==> config.mk <==
export PLATFORM = sky130hd
export DESIGN_NAME = load_reservation_buffer_core
export DESIGN_NICKNAME = d
export VERILOG_FILES = /design/src/rtl/core/lrb_pkg.sv /design/src/rtl/core/lrb_front.sv /design/src/rtl/core/lrb_back.sv /design/src/rtl/core/lrb_resq.sv /design/src/rtl/core/load_reservation_buffer_core.sv
export SDC_FILE = /design/constraint.sdc
export NUM_CORES = 1
export LEC_CHECK = 0
export BUFFER_PORTS_ARGS = -buffer_cell sky130_fd_sc_hd__buf_2
export CORE_UTILIZATION = 55
export DETAILED_ROUTE_END_ITERATION = 8
export GPL_ROUTABILITY_DRIVEN = 0
export PLACE_DENSITY = 0.75
export SYNTH_ARGS = -nofsm -noshare
export SYNTH_HDL_FRONTEND = slang
export SYNTH_SLANG_ARGS = --single-unit
==> constraint.sdc <==
create_clock -name clk -period 10.5 [get_ports clk]
set_input_delay 2.1 -clock clk [delete_from_list [all_inputs] [get_ports clk]]
set_output_delay 2.1 -clock clk [all_outputs]
set_load 0.05 [all_outputs]
==> src/rtl/core/lrb_pkg.sv <==
`timescale 1ns / 1ps
// ----------------------------------------------------------------------------
// Load reservation buffer package
// Shared widths, command and operation codes, register indexes and the
// result record used by the load reservation buffer modules.
// ----------------------------------------------------------------------------
package lrb_pkg;

	localparam int ENTRIES_DEF   = 4;
	localparam int TAG_BITS_DEF  = 4;
	localparam int DATA_BITS_DEF = 32;

	localparam int CMD_W      = 2;
	localparam int ARRIVAL_W  = 16;
	localparam int LAT_W      = 4;
	localparam int UNITS_W    = 3;
	localparam int CFG_IDX_W  = 1;
	localparam int CFG_DATA_W = 4;
	localparam int ENTRY_W    = 2;
	localparam int ADDR_W     = 32;
	localparam int Q_DEPTH    = 2;
	localparam int Q_PTR_W    = $clog2(Q_DEPTH);
	localparam int Q_CNT_W    = $clog2(Q_DEPTH + 1);

	localparam logic [CMD_W-1:0] CMD_ISSUE = 2'd0;
	localparam logic [CMD_W-1:0] CMD_BCAST = 2'd1;
	localparam logic [CMD_W-1:0] CMD_TICK  = 2'd2;

	localparam logic [CFG_IDX_W-1:0] REG_LOAD_LATENCY = 1'd0;
	localparam logic [CFG_IDX_W-1:0] REG_LOAD_UNITS   = 1'd1;

	localparam logic [LAT_W-1:0]   LATENCY_RST = 4'd2;
	localparam logic [UNITS_W-1:0] UNITS_RST   = 3'd2;
	localparam logic [UNITS_W-1:0] MAX_UNITS   = 3'd4;

	localparam logic KIND_ISSUE = 1'b0;
	localparam logic KIND_DONE  = 1'b1;

	typedef enum logic [1:0] {
		OP_ISSUE = 2'd0,
		OP_BCAST = 2'd1,
		OP_TICK  = 2'd2
	} op_t;

	typedef enum logic [2:0] {
		S_IDLE  = 3'b001,
		S_EMIT  = 3'b010,
		S_START = 3'b100
	} bstate_t;

	typedef struct packed {
		logic               kind;
		logic               accepted;
		logic [ENTRY_W-1:0] entry;
		logic [ADDR_W-1:0]  address;
		logic               last;
	} res_t;

endpackage

==> src/rtl/core/lrb_front.sv <==
`timescale 1ns / 1ps
// ----------------------------------------------------------------------------
// Load reservation buffer front end
// Accepts input requests, classifies them into issue, broadcast and tick
// operations, drops unknown commands and queues the rest for the back end.
// ----------------------------------------------------------------------------
module lrb_front #(
	parameter int TAG_BITS  = lrb_pkg::TAG_BITS_DEF,
	parameter int DATA_BITS = lrb_pkg::DATA_BITS_DEF
) (
	input  logic                           clk,
	input  logic                           arst_n,
	input  logic                           push,
	output logic                           full,
	input  logic [lrb_pkg::CMD_W-1:0]      cmd,
	input  logic [TAG_BITS-1:0]            base_tag,
	input  logic [DATA_BITS-1:0]           base_value,
	input  logic [TAG_BITS-1:0]            offset_tag,
	input  logic [DATA_BITS-1:0]           offset_value,
	input  logic [lrb_pkg::ARRIVAL_W-1:0]  arrival,
	input  logic [TAG_BITS-1:0]            bus_tag,
	input  logic [DATA_BITS-1:0]           bus_value,
	output logic                           cq_valid,
	input  logic                           cq_pop,
	output lrb_pkg::op_t                   cq_op,
	output logic [TAG_BITS-1:0]            cq_tag_a,
	output logic [DATA_BITS-1:0]           cq_val_a,
	output logic [TAG_BITS-1:0]            cq_tag_b,
	output logic [DATA_BITS-1:0]           cq_val_b,
	output logic [lrb_pkg::ARRIVAL_W-1:0]  cq_arrival
);
	import lrb_pkg::*;

	op_t                  op_q  [Q_DEPTH];
	logic [TAG_BITS-1:0]  ta_q  [Q_DEPTH];
	logic [DATA_BITS-1:0] va_q  [Q_DEPTH];
	logic [TAG_BITS-1:0]  tb_q  [Q_DEPTH];
	logic [DATA_BITS-1:0] vb_q  [Q_DEPTH];
	logic [ARRIVAL_W-1:0] ar_q  [Q_DEPTH];
	logic [Q_PTR_W-1:0]   wr_q;
	logic [Q_PTR_W-1:0]   rd_q;
	logic [Q_CNT_W-1:0]   cnt_q;

	logic                 known;
	logic                 enq;
	logic                 deq;
	op_t                  op_d;
	logic [TAG_BITS-1:0]  ta_d;
	logic [DATA_BITS-1:0] va_d;
	logic [TAG_BITS-1:0]  tb_d;
	logic [DATA_BITS-1:0] vb_d;

	always_comb begin
		known = 1'b1;
		op_d  = OP_ISSUE;
		ta_d  = base_tag;
		va_d  = base_value;
		tb_d  = offset_tag;
		vb_d  = offset_value;
		case (cmd)
			CMD_ISSUE: begin
				op_d = OP_ISSUE;
			end
			CMD_BCAST: begin
				op_d = OP_BCAST;
				ta_d = bus_tag;
				va_d = bus_value;
			end
			CMD_TICK: begin
				op_d = OP_TICK;
			end
			default: begin
				known = 1'b0;
			end
		endcase
	end

	assign full       = (cnt_q == Q_CNT_W'(Q_DEPTH));
	assign enq        = push && !full && known;
	assign cq_valid   = (cnt_q != '0);
	assign deq        = cq_pop && cq_valid;
	assign cq_op      = op_q[rd_q];
	assign cq_tag_a   = ta_q[rd_q];
	assign cq_val_a   = va_q[rd_q];
	assign cq_tag_b   = tb_q[rd_q];
	assign cq_val_b   = vb_q[rd_q];
	assign cq_arrival = ar_q[rd_q];

	always_ff @(posedge clk or negedge arst_n) begin
		if (!arst_n) begin
			wr_q  <= '0;
			rd_q  <= '0;
			cnt_q <= '0;
		end else begin
			if (enq) begin
				wr_q <= (wr_q == Q_PTR_W'(Q_DEPTH - 1)) ? '0 : wr_q + 1'b1;
			end
			if (deq) begin
				rd_q <= (rd_q == Q_PTR_W'(Q_DEPTH - 1)) ? '0 : rd_q + 1'b1;
			end
			case ({enq, deq})
				2'b10:   cnt_q <= cnt_q + 1'b1;
				2'b01:   cnt_q <= cnt_q - 1'b1;
				default: cnt_q <= cnt_q;
			endcase
		end
	end

	always_ff @(posedge clk) begin
		if (enq) begin
			op_q[wr_q] <= op_d;
			ta_q[wr_q] <= ta_d;
			va_q[wr_q] <= va_d;
			tb_q[wr_q] <= tb_d;
			vb_q[wr_q] <= vb_d;
			ar_q[wr_q] <= arrival;
		end
	end

endmodule

==> src/rtl/core/lrb_back.sv <==
`timescale 1ns / 1ps
// ----------------------------------------------------------------------------
// Load reservation buffer back end
// Holds the entry table and the configuration registers, and carries out
// issue, broadcast and tick operations, one result per cycle while res_ready.
// ----------------------------------------------------------------------------
module lrb_back #(
	parameter int ENTRIES   = lrb_pkg::ENTRIES_DEF,
	parameter int TAG_BITS  = lrb_pkg::TAG_BITS_DEF,
	parameter int DATA_BITS = lrb_pkg::DATA_BITS_DEF
) (
	input  logic                            clk,
	input  logic                            arst_n,
	input  logic                            cfg_valid,
	input  logic [lrb_pkg::CFG_IDX_W-1:0]   cfg_index,
	input  logic [lrb_pkg::CFG_DATA_W-1:0]  cfg_data,
	input  logic                            cq_valid,
	output logic                            cq_pop,
	input  lrb_pkg::op_t                    cq_op,
	input  logic [TAG_BITS-1:0]             cq_tag_a,
	input  logic [DATA_BITS-1:0]            cq_val_a,
	input  logic [TAG_BITS-1:0]             cq_tag_b,
	input  logic [DATA_BITS-1:0]            cq_val_b,
	input  logic [lrb_pkg::ARRIVAL_W-1:0]   cq_arrival,
	output logic                            res_push,
	input  logic                            res_ready,
	output lrb_pkg::res_t                   res
);
	import lrb_pkg::*;

	localparam int IDX_W = $clog2(ENTRIES);
	localparam int CNT_W = $clog2(ENTRIES + 1);
	localparam int SUM_W = IDX_W + 1;

	bstate_t              state_q;
	logic [ENTRIES-1:0]   busy_q;
	logic [ENTRIES-1:0]   run_q;
	logic [ENTRIES-1:0]   cmask_q;
	logic [TAG_BITS-1:0]  btag_q [ENTRIES];
	logic [TAG_BITS-1:0]  otag_q [ENTRIES];
	logic [DATA_BITS-1:0] bval_q [ENTRIES];
	logic [DATA_BITS-1:0] oval_q [ENTRIES];
	logic [LAT_W-1:0]     tick_q [ENTRIES];
	logic [ARRIVAL_W-1:0] arr_q  [ENTRIES];
	logic [IDX_W-1:0]     ptr_q;
	logic [LAT_W-1:0]     lat_q;
	logic [UNITS_W-1:0]   units_q;

	logic                 free_found;
	logic [IDX_W-1:0]     free_idx;
	logic                 best_found;
	logic [IDX_W-1:0]     best_idx;
	logic [ARRIVAL_W-1:0] best_arr;
	logic [CNT_W-1:0]     run_cnt;
	logic [ENTRIES-1:0]   done_mask;
	logic [IDX_W-1:0]     emit_idx;
	logic [ENTRIES-1:0]   cmask_rest;
	logic [DATA_BITS-1:0] emit_sum;
	logic [LAT_W-1:0]     lat_eff;
	logic [UNITS_W-1:0]   units_eff;
	logic                 start_ok;
	logic                 do_issue;
	logic                 do_emit;

	always_comb begin
		logic [SUM_W-1:0] sum;
		free_found = 1'b0;
		free_idx   = '0;
		for (int s = ENTRIES; s >= 1; s--) begin
			sum = {1'b0, ptr_q} + SUM_W'(s);
			if (sum >= SUM_W'(ENTRIES)) begin
				sum = sum - SUM_W'(ENTRIES);
			end
			if (!busy_q[sum[IDX_W-1:0]]) begin
				free_found = 1'b1;
				free_idx   = sum[IDX_W-1:0];
			end
		end
	end

	always_comb begin
		best_found = 1'b0;
		best_idx   = '0;
		best_arr   = '0;
		for (int i = 0; i < ENTRIES; i++) begin
			if (busy_q[i] && !run_q[i] && btag_q[i] == '0 && otag_q[i] == '0) begin
				if (!best_found || arr_q[i] < best_arr) begin
					best_found = 1'b1;
					best_idx   = IDX_W'(i);
					best_arr   = arr_q[i];
				end
			end
		end
	end

	always_comb begin
		run_cnt   = '0;
		done_mask = '0;
		emit_idx  = '0;
		for (int i = 0; i < ENTRIES; i++) begin
			run_cnt      = run_cnt + CNT_W'(run_q[i]);
			done_mask[i] = run_q[i] && (tick_q[i] == LAT_W'(1));
		end
		for (int i = ENTRIES - 1; i >= 0; i--) begin
			if (cmask_q[i]) begin
				emit_idx = IDX_W'(i);
			end
		end
		cmask_rest           = cmask_q;
		cmask_rest[emit_idx] = 1'b0;
	end

	assign emit_sum  = bval_q[emit_idx] + oval_q[emit_idx];
	assign lat_eff   = (lat_q == '0) ? LAT_W'(1) : lat_q;
	assign units_eff = (units_q > MAX_UNITS) ? MAX_UNITS : units_q;
	assign start_ok  = best_found && (8'(run_cnt) < 8'(units_eff));

	assign do_issue = (state_q == S_IDLE) && cq_valid && (cq_op == OP_ISSUE) && res_ready;
	assign do_emit  = (state_q == S_EMIT) && (cmask_q != '0) && res_ready;
	assign cq_pop   = (state_q == S_IDLE) && cq_valid && ((cq_op != OP_ISSUE) || res_ready);
	assign res_push = do_issue || do_emit;

	always_comb begin
		res = '0;
		if (state_q == S_EMIT) begin
			res.kind     = KIND_DONE;
			res.accepted = 1'b1;
			res.entry    = ENTRY_W'(emit_idx);
			res.address  = ADDR_W'(emit_sum);
			res.last     = (cmask_rest == '0);
		end else begin
			res.kind     = KIND_ISSUE;
			res.accepted = free_found;
			res.entry    = free_found ? ENTRY_W'(free_idx) : '0;
			res.last     = 1'b1;
		end
	end

	always_ff @(posedge clk or negedge arst_n) begin
		if (!arst_n) begin
			state_q <= S_IDLE;
			busy_q  <= '0;
			run_q   <= '0;
			cmask_q <= '0;
			btag_q  <= '{default: '0};
			otag_q  <= '{default: '0};
			ptr_q   <= IDX_W'(ENTRIES - 1);
			lat_q   <= LATENCY_RST;
			units_q <= UNITS_RST;
		end else begin
			if (cfg_valid) begin
				case (cfg_index)
					REG_LOAD_LATENCY: lat_q   <= cfg_data[LAT_W-1:0];
					REG_LOAD_UNITS:   units_q <= cfg_data[UNITS_W-1:0];
					default: ;
				endcase
			end
			case (state_q)
				S_IDLE: begin
					if (cq_valid) begin
						case (cq_op)
							OP_ISSUE: begin
								if (res_ready && free_found) begin
									ptr_q            <= free_idx;
									busy_q[free_idx] <= 1'b1;
									run_q[free_idx]  <= 1'b0;
									btag_q[free_idx] <= cq_tag_a;
									otag_q[free_idx] <= cq_tag_b;
								end
							end
							OP_BCAST: begin
								for (int i = 0; i < ENTRIES; i++) begin
									if (busy_q[i] && cq_tag_a != '0) begin
										if (btag_q[i] == cq_tag_a) btag_q[i] <= '0;
										if (otag_q[i] == cq_tag_a) otag_q[i] <= '0;
									end
								end
							end
							OP_TICK: begin
								for (int i = 0; i < ENTRIES; i++) begin
									if (run_q[i] && tick_q[i] == '0) begin
										busy_q[i] <= 1'b0;
										run_q[i]  <= 1'b0;
										btag_q[i] <= '0;
										otag_q[i] <= '0;
									end
								end
								cmask_q <= done_mask;
								state_q <= S_EMIT;
							end
							default: ;
						endcase
					end
				end
				S_EMIT: begin
					if (cmask_q == '0) begin
						state_q <= S_START;
					end else if (res_ready) begin
						cmask_q <= cmask_rest;
					end
				end
				S_START: begin
					if (start_ok) begin
						run_q[best_idx] <= 1'b1;
					end else begin
						state_q <= S_IDLE;
					end
				end
				default: state_q <= S_IDLE;
			endcase
		end
	end

	always_ff @(posedge clk) begin
		case (state_q)
			S_IDLE: begin
				if (cq_valid && cq_op == OP_ISSUE && res_ready && free_found) begin
					bval_q[free_idx] <= (cq_tag_a != '0) ? '0 : cq_val_a;
					oval_q[free_idx] <= (cq_tag_b != '0) ? '0 : cq_val_b;
					arr_q[free_idx]  <= cq_arrival;
				end
				if (cq_valid && cq_op == OP_BCAST && cq_tag_a != '0) begin
					for (int i = 0; i < ENTRIES; i++) begin
						if (busy_q[i] && btag_q[i] == cq_tag_a) bval_q[i] <= cq_val_a;
						if (busy_q[i] && otag_q[i] == cq_tag_a) oval_q[i] <= cq_val_a;
					end
				end
				if (cq_valid && cq_op == OP_TICK) begin
					for (int i = 0; i < ENTRIES; i++) begin
						if (run_q[i] && tick_q[i] != '0) tick_q[i] <= tick_q[i] - 1'b1;
					end
				end
			end
			S_START: begin
				if (start_ok) tick_q[best_idx] <= lat_eff;
			end
			default: ;
		endcase
	end

endmodule

==> src/rtl/core/lrb_resq.sv <==
`timescale 1ns / 1ps
// ----------------------------------------------------------------------------
// Load reservation buffer result queue
// Holds finished results until the receiver pops them, so the back end can
// keep working while the receiver stalls.
// ----------------------------------------------------------------------------
module lrb_resq (
	input  logic          clk,
	input  logic          arst_n,
	input  logic          res_push,
	output logic          res_ready,
	input  lrb_pkg::res_t res,
	input  logic          pop,
	output logic          empty,
	output lrb_pkg::res_t head
);
	import lrb_pkg::*;

	res_t               mem_q [Q_DEPTH];
	logic [Q_PTR_W-1:0] wr_q;
	logic [Q_PTR_W-1:0] rd_q;
	logic [Q_CNT_W-1:0] cnt_q;
	logic               enq;
	logic               deq;

	assign res_ready = (cnt_q != Q_CNT_W'(Q_DEPTH));
	assign empty     = (cnt_q == '0);
	assign enq       = res_push && res_ready;
	assign deq       = pop && !empty;
	assign head      = mem_q[rd_q];

	always_ff @(posedge clk or negedge arst_n) begin
		if (!arst_n) begin
			wr_q  <= '0;
			rd_q  <= '0;
			cnt_q <= '0;
		end else begin
			if (enq) begin
				wr_q <= (wr_q == Q_PTR_W'(Q_DEPTH - 1)) ? '0 : wr_q + 1'b1;
			end
			if (deq) begin
				rd_q <= (rd_q == Q_PTR_W'(Q_DEPTH - 1)) ? '0 : rd_q + 1'b1;
			end
			case ({enq, deq})
				2'b10:   cnt_q <= cnt_q + 1'b1;
				2'b01:   cnt_q <= cnt_q - 1'b1;
				default: cnt_q <= cnt_q;
			endcase
		end
	end

	always_ff @(posedge clk) begin
		if (enq) begin
			mem_q[wr_q] <= res;
		end
	end

endmodule

==> src/rtl/core/load_reservation_buffer_core.sv <==
`timescale 1ns / 1ps
// ----------------------------------------------------------------------------
// Load reservation buffer core
// Load buffer of an out-of-order core: issue, result bus capture and
// countdown of executing loads with oldest-first start.
//
// Input queue: push a request while full is low; cmd selects issue, bus
// broadcast or clock tick, and unknown commands are dropped. Result queue:
// while empty is low the oldest result is on kind, accepted, entry, address
// and last; pop takes it. Configuration: cfg_valid/cfg_ready with cfg_index
// and cfg_data, always ready, to be written only while the block is idle.
// A request waits in a two-deep command queue and then goes to the back-end
// sequencer; a tick there passes an emit state, with completions emitted one
// per cycle while the result queue has room, and a start state, with loads
// started one per cycle. Empty goes low in the cycle after a result push.
// A stalled receiver fills the two-deep result queue, which holds the
// sequencer, which in turn fills the command queue and raises full.
// Reset clears all entries, both queues and sets the configuration registers
// to their defaults; no clearing pass is needed.
// ----------------------------------------------------------------------------
module load_reservation_buffer_core #(
	parameter int ENTRIES   = lrb_pkg::ENTRIES_DEF,
	parameter int TAG_BITS  = lrb_pkg::TAG_BITS_DEF,
	parameter int DATA_BITS = lrb_pkg::DATA_BITS_DEF
) (
	input  logic                            clk,
	input  logic                            arst_n,
	input  logic                            push,
	output logic                            full,
	input  logic [lrb_pkg::CMD_W-1:0]       cmd,
	input  logic [TAG_BITS-1:0]             base_tag,
	input  logic [DATA_BITS-1:0]            base_value,
	input  logic [TAG_BITS-1:0]             offset_tag,
	input  logic [DATA_BITS-1:0]            offset_value,
	input  logic [lrb_pkg::ARRIVAL_W-1:0]   arrival,
	input  logic [TAG_BITS-1:0]             bus_tag,
	input  logic [DATA_BITS-1:0]            bus_value,
	output logic                            empty,
	input  logic                            pop,
	output logic                            kind,
	output logic                            accepted,
	output logic [lrb_pkg::ENTRY_W-1:0]     entry,
	output logic [lrb_pkg::ADDR_W-1:0]      address,
	output logic                            last,
	input  logic                            cfg_valid,
	output logic                            cfg_ready,
	input  logic [lrb_pkg::CFG_IDX_W-1:0]   cfg_index,
	input  logic [lrb_pkg::CFG_DATA_W-1:0]  cfg_data
);
	import lrb_pkg::*;

	logic                 cq_valid;
	logic                 cq_pop;
	op_t                  cq_op;
	logic [TAG_BITS-1:0]  cq_tag_a;
	logic [DATA_BITS-1:0] cq_val_a;
	logic [TAG_BITS-1:0]  cq_tag_b;
	logic [DATA_BITS-1:0] cq_val_b;
	logic [ARRIVAL_W-1:0] cq_arrival;
	logic                 res_push;
	logic                 res_ready;
	res_t                 res;
	res_t                 head;

	assign cfg_ready = 1'b1;

	lrb_front #(
		.TAG_BITS  (TAG_BITS),
		.DATA_BITS (DATA_BITS)
	) u_front (
		.clk          (clk),
		.arst_n       (arst_n),
		.push         (push),
		.full         (full),
		.cmd          (cmd),
		.base_tag     (base_tag),
		.base_value   (base_value),
		.offset_tag   (offset_tag),
		.offset_value (offset_value),
		.arrival      (arrival),
		.bus_tag      (bus_tag),
		.bus_value    (bus_value),
		.cq_valid     (cq_valid),
		.cq_pop       (cq_pop),
		.cq_op        (cq_op),
		.cq_tag_a     (cq_tag_a),
		.cq_val_a     (cq_val_a),
		.cq_tag_b     (cq_tag_b),
		.cq_val_b     (cq_val_b),
		.cq_arrival   (cq_arrival)
	);

	lrb_back #(
		.ENTRIES   (ENTRIES),
		.TAG_BITS  (TAG_BITS),
		.DATA_BITS (DATA_BITS)
	) u_back (
		.clk        (clk),
		.arst_n     (arst_n),
		.cfg_valid  (cfg_valid && cfg_ready),
		.cfg_index  (cfg_index),
		.cfg_data   (cfg_data),
		.cq_valid   (cq_valid),
		.cq_pop     (cq_pop),
		.cq_op      (cq_op),
		.cq_tag_a   (cq_tag_a),
		.cq_val_a   (cq_val_a),
		.cq_tag_b   (cq_tag_b),
		.cq_val_b   (cq_val_b),
		.cq_arrival (cq_arrival),
		.res_push   (res_push),
		.res_ready  (res_ready),
		.res        (res)
	);

	lrb_resq u_resq (
		.clk       (clk),
		.arst_n    (arst_n),
		.res_push  (res_push),
		.res_ready (res_ready),
		.res       (res),
		.pop       (pop),
		.empty     (empty),
		.head      (head)
	);

	assign kind     = head.kind;
	assign accepted = head.accepted;
	assign entry    = head.entry;
	assign address  = head.address;
	assign last     = head.last;

	a_issue_last: assert property (@(posedge clk) disable iff (!arst_n)
		(!empty && kind == KIND_ISSUE) |-> last)
		else $error("issue response not marked last");

	a_issue_addr: assert property (@(posedge clk) disable iff (!arst_n)
		(!empty && kind == KIND_ISSUE) |-> (address == '0))
		else $error("issue response carries an address");

	a_done_acc: assert property (@(posedge clk) disable iff (!arst_n)
		(!empty && kind == KIND_DONE) |-> accepted)
		else $error("completion not marked accepted");

	a_full_entry: assert property (@(posedge clk) disable iff (!arst_n)
		(!empty && kind == KIND_ISSUE && !accepted) |-> (entry == '0))
		else $error("full response names an entry");

endmodule

== After elaboration in Yosys (flattened, before gate mapping) ==
Memories as Yosys holds them, arrays and structs flattened.
Index checks and enable logic that the tools add are counted.
Cells by class
  $add $sub $neg: 24
  order comparisons: 21
  equal/unequal tests: 55
  multiplexer cells: 182
  bitwise gates (word level): 8
  reductions and logical operators: 131
Operators with widths (number)
  2-to-1 mux 32 bit: 6
  2-to-1 mux 4 bit: 33
  2-to-1 mux 16 bit: 7
  case mux 16 bit (3 select lines): 2
  2-to-1 mux 1 bit: 90
  OR reduction 32 bit: 2
  zero test 4 bit: 15
  logical AND 1 bit: 59
  AND reduction 7 bit: 8
  < comparator 16 bit: 3
  2-to-1 mux 2 bit: 21
  inequality test 2 x 1 -> 1 bit (second input constant): 19
  adder 32 bit: 1
  bitwise mux 16 bit: 2
  == test 4 bit: 8
  case mux 4 bit (2 select lines): 4
  nonzero test 4 bit: 7
  AND reduction 5 bit: 5
  AND reduction 6 bit: 4
  < comparator 2 x 3 -> 1 bit (second input constant): 7
  inequality test 3 bit (second input constant): 6
  == test 4 x 1 -> 1 bit (second input constant): 4
  subtractor 4 x 1 -> 4 bit (second input constant): 4
  >= comparator 3 bit (second input constant): 5
  38 further kinds: 99
Storage, ports and cells
  register bits: 64
  bits in writable memories: 590
  word-level logic and storage cells: 459
  memories kept: 11
Memory list
  u_back.bval_q: depth 4, width 32, rd ports 1, clocked after memory_dff 0, wr ports 4, line lrb_back.sv:41  | logic [DATA_BITS-1:0] bval_q [ENTRIES];
  u_back.oval_q: depth 4, width 32, rd ports 1, clocked after memory_dff 0, wr ports 4, line lrb_back.sv:42  | logic [DATA_BITS-1:0] oval_q [ENTRIES];
  u_resq.mem_q: depth 2, width 37, rd ports 1, clocked after memory_dff 0, wr ports 1, line lrb_resq.sv:19  | res_t mem_q [Q_DEPTH];
  u_back.arr_q: depth 4, width 16, rd ports 4, clocked after memory_dff 0, wr ports 1, line lrb_back.sv:44  | logic [ARRIVAL_W-1:0] arr_q [ENTRIES];
  u_front.va_q: depth 2, width 32, rd ports 1, clocked after memory_dff 0, wr ports 1, line lrb_front.sv:36  | logic [DATA_BITS-1:0] va_q [Q_DEPTH];
  u_front.vb_q: depth 2, width 32, rd ports 1, clocked after memory_dff 0, wr ports 1, line lrb_front.sv:38  | logic [DATA_BITS-1:0] vb_q [Q_DEPTH];
  5 more memories

== Depth between registers and ports, before layout ==
  word-level depth: 24
  gate-level depth with buffers: 37

== Hierarchy ==
A second synthesis with hierarchy kept.
Unflattened totals
  cells, all modules: 2409
  area, all modules: 31516.5 um^2
Modules (own cells, without submodules)
  lrb_back: instances 1, cells each 1934, area each 21261.6 um^2, sequential area each 11497.3 um^2
  lrb_front: instances 1, cells each 341, area each 7298.2 um^2, sequential area each 5505.3 um^2
  lrb_resq: instances 1, cells each 132, area each 2945.3 um^2, sequential area each 2322.2 um^2
  load_reservation_buffer_core: instances 1, cells each 2, area each 11.3 um^2, sequential area each 0.0 um^2

== Worst setup path after synthesis ==
Ideal clock, no wire load.
  kind: register to register
  from: register u_back.run_q[0]
  to: memory u_back.tick_q[1][2] (data pin)
  setup time: 262 ps
  arrival: 7211 ps
  path slack: 3026 ps
  stages on the path, launching flop included: 37
  path buffers: 6
  clock period less this slack: 7474 ps
  path through: dfrtp_1 nor4_4 and3_1 clkbuf_1 clkbuf_1 nand2_1 ha_1 a211oi_1 o21ai_0 a211oi_1 o221ai_2 a21oi_1 clkbuf_1 nor2_1 a21oi_1 ha_1 a21o_1 a21oi_1 o22ai_1 o21bai_1 a32oi_1 a311o_1 buf_6 clkbuf_1 nand2_1 o21ai_1 ha_1 a21o_1 a21o_1 a21o_1 a21o_1 a2111oi_0 o21bai_1 o21a_1 and3_1 clkbuf_1 mux2_1
RTL lines
  start, declared: line lrb_back.sv:37  | logic [ENTRIES-1:0] run_q;
  start signal, assigned: line lrb_back.sv:143  | run_q <= '0;
  start signal, assigned by index: line lrb_back.sv:166  | run_q[free_idx] <= 1'b0;
  start signal, assigned by index: line lrb_back.sv:183  | run_q[i] <= 1'b0;
  end, declared: line lrb_back.sv:43  | logic [LAT_W-1:0] tick_q [ENTRIES];

==> impl.org <==
** Floorplanning
- # rows :: 86
- The floorplan step defined a die boundary enclosing 0.05695 mm2.
- Die Span Y :: 238.6 um
- 176 I/O pins were placed.
- In this run the horizontal extent of the chip is between 200 and 250 um.
- For this configuration, the core starts out at a cell density of 0.5580.
- The core region is 0.05520 mm2.

** Timing
- In the finished design, the share of the clock period the worst path needs comes to 0.8879.
- The max-slew violation total from the final report came to 0.
- Setup repair after global routing left no endpoint under its margin.
- Worst-Margin Slew :: ~1.2 ns
- The total count of hold-check failures in the final report is 0.
- In the post-route analysis, the smallest setup slack over all paths is 1.178 ns.
- On the final layout, the worst clock skew is 0.02408 ns.
- Headroom to the max-slew limit came out at 0.2206.
- Final period demand of the worst path :: 9.322 ns
- Final setup violating endpoints :: 0
- Max frequency :: 107.3 MHz
- In the final timing run, aggregate negative setup slack is 0 ns.

** Synth
- Cell types with the highest counts after synthesis :: sky130_fd_sc_hd__edfxtp_1 (590), sky130_fd_sc_hd__nor2_1 (281), sky130_fd_sc_hd__nand2_1 (233)
- In this run the mean area of a mapped cell was approximately 13 um2.
- For this run, the register share of the synthesized area comes to 0.6274.
- After synthesis, the cell types taking the most area are sky130_fd_sc_hd__edfxtp_1 (58%), sky130_fd_sc_hd__dfrtp_1 (4.8%), sky130_fd_sc_hd__mux2_2 (4.7%).
- Total standard cell area after synthesis :: a little over 0.03 mm2
- Yosys top cell by area :: sky130_fd_sc_hd__edfxtp_1
- Post-Synthesis Net Count :: 2658
- Most common flop cell mapped by yosys :: sky130_fd_sc_hd__edfxtp_1
- Post-synthesis cell count :: 2426
- The share of synthesized area in the top cell type comes to 0.5752.
- Total of flip-flops plus latches after synthesis :: roughly 650
- Warnings from Yosys :: 0
- In the synthesized netlist the async set-or-reset flop fraction comes to 0.09786.
- Number of enable-type register cells in the synthesized netlist :: just under 600
- Most numerous cell in the Yosys netlist :: sky130_fd_sc_hd__edfxtp_1
- Library cells used by synthesis :: 77

** Power and ir drop
- In this run the power spent charging and discharging nets is 3171 uW.
- The analysis attributes to cell leakage a power of 0.01375 uW.
- Gate power share :: 0.325
- Share of total power in sequential cells :: 0.405
- Of the total power, the share spent switching nets is 0.3516.
- The internal power of the cells totals 5848 uW.
- Power spread over the standard cell area amounts to 259.4 mW/mm2.
- VDD sags by at most around 160 uV.
- Clock network power share :: 0.270
- Overall Power :: around 9000 uW

** Job
- Number of max-cap violations :: 0

** Global route
- Global route total overflow :: 0
- Total global routing track utilization :: 0.2575
- Largest net degree at the start of global routing :: 75
- The number of antenna violations at the first check in global routing is 1.
- Vias in the first global route :: 20010
- The first global-routing pass estimated between 100 and 150 mm of wire.

** Clocking
- The tree is rooted in a sky130_fd_sc_hd__clkbuf_16.
- Clock buffers created by TritonCTS :: between 60 and 70
- Clock tree from TritonCTS :: built
- Maximum root-to-sink buffer count :: 3
- CTS saw ~650 sinks.
- Post-CTS setup buffers :: 0
- At the later pin of the worst-skew pair, clock insertion delay measures approximately 0.61 ns.
- Post-cts gate resize count :: 0
- Hold bufs inserted after CTS :: 0
- H-Tree Depth :: 3
- After clock tree synthesis, the clock-pin slew on the worst setup and hold paths is 0.07 ns.

** Layout
- In the final layout, the share of cells above drive strength 1 is 0.1820.
- In the final layout, the multi-input gates occupy 0.01080 mm2.
- From synthesis to final layout, the design area changed by 12.89%.
- Final non-filler cell total :: 3387
- Registers take a little under 0.02 mm2.
- Number of nets in the layout :: 2818
- The layout has 4108 filler cells.

** Route
- Dividing the detail-routed via count by the number of cells gives 6.019.
- Once detail routing completed, the nets flagged for antenna violations numbered 0.
- Iter 0 DRT Violations :: roughly 2100
- The final layout contains routed wiring with a total length of 73.08 mm.
- Detailed routing inserted a total of 20390 vias.
- Count of unresolved DRC violations after routing :: 0
- In the final routed layout, each cell accounts on average for 21.58 um.
- The first TritonRoute pass finished after 5 iterations.

** Worst setup path
- Top fanout value on the critical path :: 29
- In this run the critical register-to-register path is launched from u_back.busy_q[0]$_DFFE_PN0P_.
- Critical path launch point type :: flop
- Most used cell along the critical path :: sky130_fd_sc_hd__a21o_1
- R2r worst-path depth :: 29
- R2r endpoint :: u_back.tick_q[0][3]$_DFFE_PP_
- Data on the critical path arrives at its endpoint at 9.67 ns.
- STA classifies the critical path endpoint as a flop.
- Reg2reg setup slack :: 1.18 ns
- Cell with the largest stage delay on the worst path :: sky130_fd_sc_hd__a311o_1
- Delay of the slowest critical-path stage :: 1.00 ns
- The worst setup path is of the flop to flop kind.
- At the worst endpoint, the required time is 10.84 ns.

** Placement
- Pre-CTS WS :: 1.502 ns
- HPWL Detailed :: roughly 48 mm
- The count of buffers added on input and output ports is 174.
- Placed cells :: 3265

** Min path
- Hold EP :: u_resq.rd_q$_DFFE_PN0P_
- Worst hold path depth :: 1
- The worst hold path belongs to the class flop to flop.
- The startpoint identified for the worst hold timing path is u_resq.rd_q$_DFFE_PN0P_.

** Outcome
- The flow ran to the end, and the final reports show no timing, DRC or antenna violations.
routing by layer:
metal / vias up / track usage / share of wire
met5: - / 0 / 0
met1: 9977 / 0.3738 / 0.43
met3: 117 / 0.05393 / 0.093
met2: 965 / 0.3879 / 0.45
li1: 9327 / - / -
met4: 0 / 0.08411 / 0.023
final cells by class:
cell class | instances | share of cell area
inverter | 87 | 0.009392
multi-input combinational | 1568 | 0.3105
antenna | 1 | 0.00007197
tap | 748 | 0.02692
clock inverter | 35 | 0.01036
sequential | 654 | 0.5559
timing repair buffer | 208 | 0.03239
clock buffer | 86 | 0.05452
critical path: cells and delay by family, from the launching register on:
family,cells,cell delay [ns]
AND/OR/NAND/NOR,8,1.96
AO/OA/AOI/OAI,16,5.02
adder cells (fa/ha/maj),3,0.84
flip-flops,1,0.54
multiplexers,1,0.36
buffers and inverters,1,0.32
registers in the layout, indices dropped and copies added, names as in the netlist, 2 cells and up:
register	cells
u_back.bval_q	128
u_back.oval_q	128
u_resq.mem_q	74
u_back.arr_q	64
u_front.va_q	64
u_front.vb_q	64
u_front.ar_q	32
u_back.btag_q	16
u_back.otag_q	16
u_back.tick_q	16
u_front.ta_q	8
u_front.tb_q	8
u_back.busy_q	4
u_back.cmask_q	4
u_back.lat_q	4
u_back.run_q	4
u_front.op_q	4
u_back.state_q	3
u_back.units_q	3
u_back.ptr_q	2
u_front.cnt_q	2
u_resq.cnt_q	2
how the worst max path moves through the flow:
stage	endpoint	slack, ns	startpoint	cells past startpoint
2_1_floorplan	u_back.tick_q[1][2]$_DFFE_PP_	3.03	u_back.run_q[0]$_DFFE_PN0P_	36
3_3_place_gp	u_back.tick_q[1][3]$_DFFE_PP_	2.01	u_back.run_q[0]$_DFFE_PN0P_	28
3_5_place_dp	u_back.tick_q[1][3]$_DFFE_PP_	1.50	u_back.busy_q[0]$_DFFE_PN0P_	29
4_1_cts	u_back.tick_q[0][3]$_DFFE_PP_	1.45	u_back.busy_q[0]$_DFFE_PN0P_	29
5_1_grt	u_back.tick_q[0][3]$_DFFE_PP_	0.53	u_back.busy_q[0]$_DFFE_PN0P_	29
6_report	u_back.tick_q[0][3]$_DFFE_PP_	1.18	u_back.busy_q[0]$_DFFE_PN0P_	29
power groups by stage:
stage / clock network (uW) / registers [uW] / logic [uW]
detailed placement: 0 / 3700 / 2870
CTS: 2460 / 3650 / 2900
finish: 2430 / 3650 / 2930
floorplan: 0 / 3620 / 2140
global route: 2550 / 3690 / 3180
global placement: 0 / 3680 / 2780
placed cells by master (no fill, tap or decap), types with 7 or more instances in the layout:
master	instances
sky130_fd_sc_hd__bufinv_16	7
sky130_fd_sc_hd__nor4_1	14
sky130_fd_sc_hd__clkinv_1	11
sky130_fd_sc_hd__and2_1	19
sky130_fd_sc_hd__o21a_1	10
sky130_fd_sc_hd__o21ai_2	8
sky130_fd_sc_hd__xnor2_1	47
sky130_fd_sc_hd__a21o_1	21
sky130_fd_sc_hd__mux2i_1	142
sky130_fd_sc_hd__nor2b_1	19
sky130_fd_sc_hd__nand2_1	233
sky130_fd_sc_hd__a21oi_1	104
sky130_fd_sc_hd__buf_4	34
sky130_fd_sc_hd__clkinv_2	11
sky130_fd_sc_hd__edfxtp_1	590
sky130_fd_sc_hd__a221o_1	30
sky130_fd_sc_hd__xor2_1	24
sky130_fd_sc_hd__buf_2	174
sky130_fd_sc_hd__nand3_1	30
sky130_fd_sc_hd__o21ai_0	39
sky130_fd_sc_hd__a32oi_1	7
sky130_fd_sc_hd__ha_1	94
sky130_fd_sc_hd__mux2_1	8
sky130_fd_sc_hd__o21ai_1	46
sky130_fd_sc_hd__a31oi_1	73
sky130_fd_sc_hd__clkbuf_1	11
sky130_fd_sc_hd__nand2b_1	9
sky130_fd_sc_hd__nor3_1	19
sky130_fd_sc_hd__clkbuf_16	73
sky130_fd_sc_hd__nor2_1	275
sky130_fd_sc_hd__and3_1	11
sky130_fd_sc_hd__o22ai_1	33
sky130_fd_sc_hd__nand4_1	13
sky130_fd_sc_hd__mux2_2	128
sky130_fd_sc_hd__inv_1	85
sky130_fd_sc_hd__dfrtp_1	58
sky130_fd_sc_hd__a22o_1	12
cell families (layout without fill, tap and decap cells):
group / after synthesis / count (layout) / share of synthesized area
fa+ha+maj: 96 / 96 / 0.03949
xor+xnor: 71 / 71 / 0.02019
simple gates: 681 / 681 / 0.09652
buf+inv: 204 / 416 / 0.02620
flops: 654 / 654 / 0.6274
compound gates: 435 / 435 / 0.09084
other cells: 1 / 2 / 0.0001218
mux: 284 / 284 / 0.09920
stage by stage:
stage	util	cell area [um2]	hold slack [ns]
2_1_floorplan	-	30800	0.4681
3_3_place_gp	0.5890	32510	0.4652
3_5_place_dp	0.5890	32510	0.4631
4_1_cts	0.6299	34770	0.4754
5_1_grt	0.6299	34770	0.5034
6_report	0.6299	34770	0.4744
(Power assumes the default switching activity.)
